==> src/rtl/tsbm_pkg.sv <==
package tsbm_pkg;

    localparam int ANGLE_BITS    = 16;
    localparam int CORDIC_STAGES = 16;
    localparam int TAB_LEN       = 24;
    localparam int CSTAGES       = (CORDIC_STAGES < TAB_LEN) ? CORDIC_STAGES : TAB_LEN;
    localparam int DIV_STEPS     = 31;
    localparam int NORM_STEPS    = 6;

    localparam logic [1:0] REG_A_X = 2'd0;
    localparam logic [1:0] REG_A_Y = 2'd1;
    localparam logic [1:0] REG_B_X = 2'd2;
    localparam logic [1:0] REG_B_Y = 2'd3;

    typedef struct packed {
        logic signed [34:0] x;
        logic signed [34:0] y;
        logic        [31:0] z;
    } cord_t;

    typedef struct packed {
        logic [65:0] den;
        logic [72:0] rem;
        logic [32:0] num;
        logic [30:0] quo;
        logic        sat;
        logic        neg;
    } div_t;

    typedef struct packed {
        logic signed [32:0] dx;
        logic signed [32:0] dy;
        logic        [32:0] ax;
        logic        [32:0] ay;
    } diff_t;

    function automatic logic [31:0] atan_entry(input int i);
        logic [31:0] t [0:TAB_LEN-1];
        t = '{32'h20000000, 32'h12E4051E, 32'h09FB385B, 32'h051111D4, 32'h028B0D43,
              32'h0145D7E1, 32'h00A2F61E, 32'h00517C55, 32'h0028BE53, 32'h00145F2F,
              32'h000A2F98, 32'h000517CC, 32'h00028BE6, 32'h000145F3, 32'h0000A2FA,
              32'h0000517D, 32'h000028BE, 32'h0000145F, 32'h00000A30, 32'h00000518,
              32'h0000028C, 32'h00000146, 32'h000000A3, 32'h00000051};
        return t[i];
    endfunction

endpackage

==> src/rtl/tsbm_cordic_cell.sv <==
module tsbm_cordic_cell import tsbm_pkg::*; #(
    parameter int STAGE = 0
) (
    input  logic  clk,
    input  logic  en,
    input  cord_t a,
    output cord_t q
);
    cord_t q_reg;
    cord_t q_next;
    logic signed [34:0] xs;
    logic signed [34:0] ys;

    always_comb
    begin
        xs = a.x >>> STAGE;
        ys = a.y >>> STAGE;
        if (!a.y[34])
        begin
            q_next.x = a.x + ys;
            q_next.y = a.y - xs;
            q_next.z = a.z + atan_entry(STAGE);
        end
        else
        begin
            q_next.x = a.x - ys;
            q_next.y = a.y + xs;
            q_next.z = a.z - atan_entry(STAGE);
        end
    end

    always_ff @(posedge clk)
    begin
        if (en)
            q_reg <= q_next;
    end

    assign q = q_reg;
endmodule

==> config.mk <==
export PLATFORM = sky130hd
export DESIGN_NAME = tsbm_cordic_cell
export DESIGN_NICKNAME = d
export VERILOG_FILES = /design/src/rtl/tsbm_pkg.sv /design/src/rtl/tsbm_cordic_cell.sv
export SDC_FILE = /design/constraint.sdc
export NUM_CORES = 1
export LEC_CHECK = 0
export BUFFER_PORTS_ARGS = -buffer_cell sky130_fd_sc_hd__clkbuf_2
export CAP_MARGIN = 30
export CELL_PAD_IN_SITES_DETAIL_PLACEMENT = 1
export CELL_PAD_IN_SITES_GLOBAL_PLACEMENT = 1
export CORE_AREA = 10 10 228 176
export DETAILED_ROUTE_END_ITERATION = 7
export DIE_AREA = 0 0 238 186
export PLACE_DENSITY = 0.56
export SYNTH_ARGS = -nofsm -noshare
export SYNTH_HDL_FRONTEND = slang
export SYNTH_SLANG_ARGS = --single-unit
==> constraint.sdc <==
create_clock -name clk -period 3.47 [get_ports clk]
set_input_delay 0 -clock clk [delete_from_list [all_inputs] [get_ports clk]]
set_output_delay 0 -clock clk [all_outputs]
set_load 0.02 [all_outputs]
==> flow_summary.yaml <==
routing:
  viasPerCell: 5.04
  drt_iter0_drc: 635
  drtAntennaViolNets: 0
  totalWireLength_um: 37600
  first_pass_iters: 5
  drc: 0
  vias: 8842
  routedWlPerCell_um: 21.5
setup_path:
  worst_setup_path_end_kind: "flop"
  arrival_ns: 3.14
  critical_path.most_common_cell: "buf_4"
  cpMaxStageDelayCell: "a2111oi_0"
  cp_cell_sequence: "clkbuf_2 > inv_1 > ha_1 > nor3b_1 > o31ai_1 > buf_4 > a2111oi_4 > nor3_2 > o31ai_4 > a2111oi_0 > buf_4 > nor2_1 > a21oi_1 > xnor2_1"
  path_class: "input pin to flop"
  startpoint_type: "input pin"
  cp_slowest_stage_delay_ns: 0.64
  cp.required_ns: 3.61
  crit_fanout: 13
timing:
  fin_ws_ns: 0.468
  tns_ns: 0
  relSlewSlack_pct: 53.1
  slew_violations: 0
  tightest_slew_ns: 0.686
  setup_violations: 0
  min_period_ns: 3.00
  rsz0062_at_grt: "false"
  hold_violations: 0
  post-route-period-util_pct: 86.5
  whs_ns: 0.0441
  fmax_mhz: 333
clock_network:
  h-tree-depth: 3
  clkSlewWorstSetupHoldPaths_ns: 0.08
  cts_tree: "built"
  postCtsSetupBuffers: 0
  cts_buffers: 9
  cts_max_path_buffers: 2
  clock_sinks: 101
  clockRootBuffer: "clkbuf_16"
worst_hold_path:
  hp-start: "a[67]"
  holdPathStages: 3
  min_path_type: "input pin to flop"
  hold_end: "q[32]"
yosys:
  synth_edf_count: 101
  avgSynthCellArea_um2: 8.75
  synth.yosys.seq_area_share_pct: 33.2
  syn_nets: 1257
  synth_area_leader_cell: "edfxtp_1"
  synth_area_leaders: "edfxtp_1 33%, ha_1 14%, a21oi_1 7.7%"
  netlist_instances: 1045
  ys_async_sr_fraction_pct: 0
  synth_cell_types: 69
  ys_ff_latch: 101
  synth_top_area_share_pct: 33.2
  ys.flop_type: "edfxtp_1"
  ys_warn_count: 0
  syn_area_um2: 9150
pwr:
  cellPowerDensity_nw_per_um2: 397
  p_leak_nw: 5.07
  ir_drop_v: 0.000208
final_layout:
  area_growth_pct: 25.2
  fillers: 4243
  final_cell_area_um2: 11500
  fin_util_pct: 32.3
  largest_reg_flops: 101
  drive_gt1_share_pct: 20.9
  nNetsFinal: 1495
  diodes: 0
place:
  postPlaceCellArea_um2: 10900
  place_congestion: 0.886
  dpl.hpwl_um: 30500
  pre_cts_ws_ns: 0.162
  io_buffers: 205
floorplanning:
  die_height_um: 186
  die_w_um: 238
  row_count: 60
  core_um2: 35500
  num_io_pins: 206
  start_util_pct: 25.8
  dieArea_um2: 44300
global_routing:
  grt_max_degree: 62
  grt_overflow: 0
  grt_pass1_vias: 9071
  antenna_found_initial: 1
  grt_usage_pct: 16.7
  grt_pass1_wl_um: 56400
flow_run:
  max-cap-violations: 0
run_status:
  status: "finished, final reports clean"
[cell usage after synthesis, types with 11 or more instances]
cell	n
xnor2_1	62
ha_1	104
mux2i_1	13
nor3_1	23
a21o_1	24
nand2_1	51
edfxtp_1	101
o21ai_1	15
nor2_1	81
nand3_1	14
nand2b_1	16
nor2b_1	11
inv_1	104
o21bai_1	27
o211ai_1	16
o21ai_0	56
clkbuf_1	29
a21oi_1	141
[worst max path at each step]
stage | slack [ns] | to | start
after floorplan | 0.89 | q[66] | a[32]
after global placement | 0.15 | q[101] | a[34]
after detailed placement | 0.16 | q[65] | a[34]
after CTS | 0.56 | q[65] | a[34]
after global routing | 0.29 | q[66] | a[32]
final | 0.47 | q[100] | a[34]
[through the flow]
step                      cells  total power, mW
after floorplan            1045             2.76
after detailed placement   1705             3.48
final                      1753             4.55
after global routing       1753             4.82
after global placement     1705             3.48
after CTS                  1753             4.61
[where the power goes]
| group | leakage, nW | internal, mW | switching, mW |
|---|---|---|---|
| Sequential | 0.988 | 1.58 | 0.0615 |
| Clock | 0.133 | 0.502 | 0.557 |
| Combinational | 3.95 | 0.648 | 1.21 |
[kinds of logic (layout without fill, tap and decap cells)]
logic type               Yosys count  in the layout  share of synthesized area [%]
adder cells (fa/ha/maj)          108            108                           15.1
AO/OA/AOI/OAI                    362            362                           24.9
buffers and inverters            157            400                           6.58
multiplexers                      13             13                           1.42
AND/OR/NAND/NOR                  236            236                           12.3
XOR/XNOR                          68             68                           6.51
flip-flops                       101            101                           33.2
[repair_timing]
action                                  CTS  global route
gates resized for setup                   0             0
hold buffers                             32             0
endpoints found under the hold margin    33             0
endpoints found under the setup margin    0             0
[cell type report]
type                    instances  area, um2  area share [%]
multi-input cells             787       5510            48.1
flip-flops and latches        101       3030            26.5
repair buffers                272       1620            14.2
well taps                     465        582            5.08
inverters                     112        420            3.67
clock buffers                  10        229            2.00
clock inverters                 6       55.1           0.481
[cells in the final DEF, fill, tap and decap left out, types with 8 or more instances in the layout]
cell           instances
o21a_1                 8
o21bai_1              27
a21oi_1              141
a211oi_1              10
nand3_1               14
o21ai_1               15
nor3_1                23
buf_4                 35
nand2_1               51
mux2i_1               13
dlygate4sd3_1         32
nor2b_1               11
o211ai_1              16
a21o_1                24
nand4_1               10
clkbuf_16              9
ha_1                 104
o31ai_1               10
xnor2_1               62
nand2b_1              16
nor2_1                81
clkbuf_2             204
inv_1                104
edfxtp_1             101
o21ai_0               56
[worst max-delay path: cells and delay by family]
kind / cells / cell delay [ns]
compound gates: 5 / 1.38
xor+xnor: 1 / 0.09
fa+ha+maj: 1 / 0.55
buf+inv: 4 / 0.60
simple gates: 3 / 0.52
[per-layer routing]
layer  vias up  global-route usage [%]  wire length [um]
met5         -                       0                13
met4         2                    3.43               444
met3        30                    4.24              2300
met2       246                    24.4             15900
met1      4356                    24.0             19000
li1       4208                       -                 -
Power figures use the tool's default switching activity.
