--- src/rtl/tsbm_pkg.sv ---
package tsbm_pkg;

    localparam int ANGLE_BITS    = 16;
    localparam int CORDIC_STAGES = 16;
    localparam int TAB_LEN       = 24;
    localparam int CSTAGES       = (CORDIC_STAGES < TAB_LEN) ? CORDIC_STAGES : TAB_LEN;
    localparam int DIV_STEPS     = 31;
    localparam int NORM_STEPS    = 6;

    localparam logic [1:0] REG_A_X = 2'd0;
    localparam logic [1:0] REG_A_Y = 2'd1;
    localparam logic [1:0] REG_B_X = 2'd2;
    localparam logic [1:0] REG_B_Y = 2'd3;

    typedef struct packed {
        logic signed [34:0] x;
        logic signed [34:0] y;
        logic        [31:0] z;
    } cord_t;

    typedef struct packed {
        logic [65:0] den;
        logic [72:0] rem;
        logic [32:0] num;
        logic [30:0] quo;
        logic        sat;
        logic        neg;
    } div_t;

    typedef struct packed {
        logic signed [32:0] dx;
        logic signed [32:0] dy;
        logic        [32:0] ax;
        logic        [32:0] ay;
    } diff_t;

    function automatic logic [31:0] atan_entry(input int i);
        logic [31:0] t [0:TAB_LEN-1];
        t = '{32'h20000000, 32'h12E4051E, 32'h09FB385B, 32'h051111D4, 32'h028B0D43,
              32'h0145D7E1, 32'h00A2F61E, 32'h00517C55, 32'h0028BE53, 32'h00145F2F,
              32'h000A2F98, 32'h000517CC, 32'h00028BE6, 32'h000145F3, 32'h0000A2FA,
              32'h0000517D, 32'h000028BE, 32'h0000145F, 32'h00000A30, 32'h00000518,
              32'h0000028C, 32'h00000146, 32'h000000A3, 32'h00000051};
        return t[i];
    endfunction

endpackage

--- src/rtl/tsbm_div_cell.sv ---
module tsbm_div_cell import tsbm_pkg::*; #(
    parameter int STEP = 0
) (
    input  logic clk,
    input  logic en,
    input  div_t a,
    output div_t q
);
    div_t q_reg;
    div_t q_next;
    logic [73:0] trial;
    logic [72:0] sh;

    always_comb
    begin
        q_next = a;
        sh = a.rem << 1;
        trial = {1'b0, sh} - {8'd0, a.den};
        if (!trial[73])
        begin
            q_next.rem = trial[72:0];
            q_next.quo = a.quo | (31'd1 << (30 - STEP));
        end
        else
        begin
            q_next.rem = sh;
        end
    end

    always_ff @(posedge clk)
    begin
        if (en)
            q_reg <= q_next;
    end

    assign q = q_reg;
endmodule

--- config.mk ---
export PLATFORM = sky130hd
export DESIGN_NAME = tsbm_div_cell
export DESIGN_NICKNAME = d
export VERILOG_FILES = /design/src/rtl/tsbm_pkg.sv /design/src/rtl/tsbm_div_cell.sv
export SDC_FILE = /design/constraint.sdc
export NUM_CORES = 1
export LEC_CHECK = 0
export ABC_AREA = 1
export BUFFER_PORTS_ARGS = -buffer_cell sky130_fd_sc_hd__buf_4
export CAP_MARGIN = 25
export CORE_MARGIN = 10
export CORE_UTILIZATION = 54
export CTS_BUF_LIST = sky130_fd_sc_hd__clkbuf_4
export CTS_CLUSTER_DIAMETER = 40
export DETAILED_ROUTE_END_ITERATION = 10
export PLACE_DENSITY = 0.83
export REMOVE_ABC_BUFFERS = 1
export SLEW_MARGIN = 20
export SYNTH_ARGS = -nofsm -noshare
export SYNTH_HDL_FRONTEND = slang
export SYNTH_SLANG_ARGS = --single-unit
--- constraint.sdc ---
create_clock -name clk -period 2.6 [get_ports clk]
set_input_delay 0.39 -clock clk [delete_from_list [all_inputs] [get_ports clk]]
set_output_delay 0.39 -clock clk [all_outputs]
set_load 0.05 [all_outputs]
==> results of run 1 <==
logic make-up after synthesis:
family | count (synthesis)
compound gates | 111
xor+xnor | 38
fa+ha+maj | 66
buf+inv | 408
flops | 205
simple gates | 1082
per-layer routing:
layer / overflow / track usage
met4: 32 / 0.618
met3: 0 / 0.595
met5: 0 / 0.227
met1: 0 / 0.645
met2: 32 / 0.838
repair_timing:
action,4_1_cts
hold buffers,177
buffers inserted,0
endpoints found under the hold margin,177
cell usage after synthesis (2+ instances only):
cell type,instances
a21oi_1,76
buf_2,9
buf_4,2
buf_6,2
edfxtp_1,205
ha_1,65
inv_1,393
nand2_1,787
nand2_2,3
nand3_1,87
nand3b_1,14
nand4_1,17
nor2_1,148
nor2_2,7
nor2_4,2
nor3_1,12
o21ai_0,22
o21ai_1,2
o21bai_1,9
xnor2_1,3
xor2_1,35
metrics by stage:
step | hold slack [ns] | setup TNS [ns] | instances | worst slack [ns]
CTS | 0.00729 | 0 | 3085 | 0.000248
detailed placement | 0.569 | -4.07 | 2820 | -0.180
global placement | 0.569 | -0.960 | 2820 | -0.151
floorplan | 0.489 | -9.30 | 1896 | -0.181
==> results_dict.tcl, run 1 <==
set metrics [dict create \
    outcome "aborted with a tool error" \
    failed_stage "global routing (5_1_grt)" \
    error "[ERROR GRT-0232] Routing congestion too high. Check the congestion heatmap in the GUI." \
    place_hpwl_um 48700 \
    async_flop_share 0 \
    synth_compound_gate_area_share 0.0422 \
    syn-instance-count 1910 \
    cts_resized 0 \
    synth.area.top_cells "edfxtp_1 (45%), nand2_1 (21%), inv_1 (11%)" \
    synth_area_per_cell_um2 7.24 \
    worst-ep-kind "sequential cell input" \
    synth_top_family_by_area "simple AND/OR/NAND/NOR gates" \
    place.gp.congestion 1.06 \
    synth_seq_cells 205 \
    yosys.area_share.simple 0.314 \
    cts_buffers 53 \
    io_buffers 410 \
    crit_endpoint "q[107]$_DFFE_PP_/D" \
    synth_fa_ha_area_frac 0.0602 \
    grt.total_usage 0.675 \
    start_util 0.549 \
    synth_area_um2 13800 \
    die_width_um 180 \
    grt-ovfl-total 64 \
    post_synth_num_cell_types 31 \
    placementRows 58 \
    place_area_um2 18700 \
    synth_xor_area_frac 0.0241 \
    htreeDepth 2 \
    clock-sinks 205 \
    synth_area_leader_cell "edfxtp_1" \
    ys.flop_type "edfxtp_1" \
    synth_top_area_share 0.445 \
    die_h_um 180 \
    synth_edf_count 205 \
    grt_max_degree 75 \
    cts_root_buffer "clkbuf_4" \
    clk_path_buf_depth 3 \
    synth-seq-area-share 0.445 \
    synthMuxAreaShare 0 \
    io_pins 412 \
    synth_warnings 0 \
]
==> run 2: changes to the inputs <==
Settings changed: CORE_UTILIZATION 54 to 40, CTS_BUF_LIST sky130_fd_sc_hd__clkbuf_4 to unset, CTS_CLUSTER_DIAMETER 40 to unset, PLACE_DENSITY 0.83 to unset, PLACE_DENSITY_LB_ADDON set to 0.15.
==> results_dict.tcl, run 2 <==
set metrics [dict create \
    synth_area_per_cell_um2 7.24 \
    synth_warnings 0 \
    clk_pin_slew_ns 0.06 \
    cts_buffers 22 \
    place_area_um2 19600 \
    layout_setup_ws_ns 0.250 \
    synth_area_leader_cell "edfxtp_1" \
    vias_per_cell 4.63 \
    syn-instance-count 1910 \
    synth_top_area_share 0.445 \
    core_area_um2 34400 \
    place_hpwl_um 48600 \
    synth_seq_cells 205 \
    powerDensity_nw_per_um2 581 \
    vdd_drop_max_mv 0.587 \
    setup_violations 0 \
    finalHoldViolations 0 \
    holdPathStages 1 \
    place.gp.congestion 0.915 \
    mostFrequentLayoutCells "nand2_1 (787), buf_4 (682), inv_1 (393)" \
    start_util 0.402 \
    design_area_um2 20400 \
    post_synth_num_cell_types 31 \
    synth.area.top_cells "edfxtp_1 (45%), nand2_1 (21%), inv_1 (11%)" \
    via_count 14300 \
    rsz0062_at_grt "no" \
    ant_nets 0 \
    finalSetupTns_ns 0 \
    postCtsSetupRepairBufs 0 \
    clk_path_buf_depth 3 \
    synth-seq-area-share 0.445 \
    hold_class "input pin to flop" \
    cts-hold-fix-buffers 0 \
    cts_root_buffer "clkbuf_16" \
    grt.total_usage 0.258 \
    fmax_mhz 426 \
    wl_met3_um 4300 \
    critical_path_class "input pin to flop" \
    ys.flop_type "edfxtp_1" \
    required_ns 2.87 \
    io_buffers 410 \
    nFillCells 3232 \
    fin_crit_sh 0.904 \
    pre_cts_slack_ns -0.219 \
    htreeDepth 1 \
    die_area_um2 42400 \
    routedWlPerCell_um 18.3 \
    wl_met1_um 24100 \
    async_flop_share 0 \
    antenna_found_initial 0 \
    grt_pass1_wl_um 83300 \
    io_pins 412 \
    grt_max_degree 55 \
    nNetsFinal 2886 \
    route.met2.wl_um 27000 \
    die_width_um 206 \
    drv_slew 0 \
    synth_area_um2 13800 \
    grt-ovfl-total 0 \
    wl_um 56500 \
    power.total_mw 11.8 \
    synth_common_cells "nand2_1 (787), inv_1 (393), edfxtp_1 (205)" \
    die_h_um 206 \
    cp_max_fo 4 \
    drv_cap 0 \
    placementRows 68 \
    p_leak_nw 11.0 \
    synth_most_common_cell "nand2_1" \
    utilization 0.593 \
    fin_crit_ns 2.35 \
    startpoint_type "input pin" \
    cts_resized 0 \
    layout_commonest_cell "nand2_1" \
    cp-end-kind "flop" \
    worstMarginPinSlew_ns 0.484 \
    drtIter0Drc 861 \
    critPathArrivalTime_ns 2.62 \
    diodes 0 \
    tritoncts "yes" \
    outcome "complete, no violations" \
    area_growth_pct 47.4 \
    clock-sinks 205 \
    drc 0 \
    first_pass_iters 5 \
    synth_edf_count 205 \
    highest_layer "met4" \
    drive_gt1_frac 0.282 \
    relSlewSlack 0.678 \
    largest_register_ffs 205 \
    first_global_vias 14400 \
]
## run 2: cell counts after synthesis
No cell type changed its count.
## run 2: metal layers
metal | up-vias | GRT usage
met5 | - | 0
met4 | 0 | 0.0602
met3 | 47 | 0.0533
met2 | 438 | 0.448
met1 | 6486 | 0.323
li1 | 7317 | -
## run 2: critical path, cell delays in order
cell     delay (ns)
buf_4          0.08
inv_1          0.04
ha_1           0.39
nand2_1        0.11
nor2_1         0.21
inv_1          0.12
nor2_1         0.25
nand2_1        0.23
nor3_1         0.20
nand2_1        0.22
nand2_1        0.12
nand2_1        0.05
nand3_1        0.12
nand2_1        0.07
## run 2: worst paths after layout
path	from	endpoint
setup / recovery	a[188]	q[129]
hold / removal	a[16]	q[16]
## run 2: power breakdown
| group | internal (mW) | switching, mW | total [mW] |
|---|---|---|---|
| sequential | 4.07 | 0.0973 | 4.16 |
| combinational | 1.56 | 2.83 | 4.39 |
| clock | 2.00 | 1.30 | 3.30 |
| total | 7.63 | 4.22 | 11.8 |
## run 2: kinds of logic (layout without fill, tap and decap cells)
logic type | after synthesis | in the layout | share of synthesized area
AND/OR/NAND/NOR | 1082 | 1082 | 0.314
adder cells (fa/ha/maj) | 66 | 66 | 0.0602
XOR/XNOR | 38 | 38 | 0.0241
AO/OA/AOI/OAI | 111 | 111 | 0.0422
buffers and inverters | 408 | 1127 | 0.114
flip-flops | 205 | 205 | 0.445
## run 2: stage by stage
stage / hold slack, ns / std cells
floorplan: 0.489 / 1896
finish: 0.0372 / 3084
CTS: 0.0161 / 3084
detailed placement: 0.569 / 3044
global placement: 0.568 / 3044
global route: 0.0263 / 3084
## run 2: cell type report
cell class                      count  area [um^2]  area share
Timing Repair Buffer              693         5330       0.262
Clock buffer                       25          583      0.0286
Multi-Input combinational cell   1297         6100       0.299
Clock inverter                     15          175     0.00859
Inverter                          394         1480      0.0726
Sequential cell                   205         6160       0.302
Tap cell                          455          569      0.0279
Power figures use the tool's default switching activity.
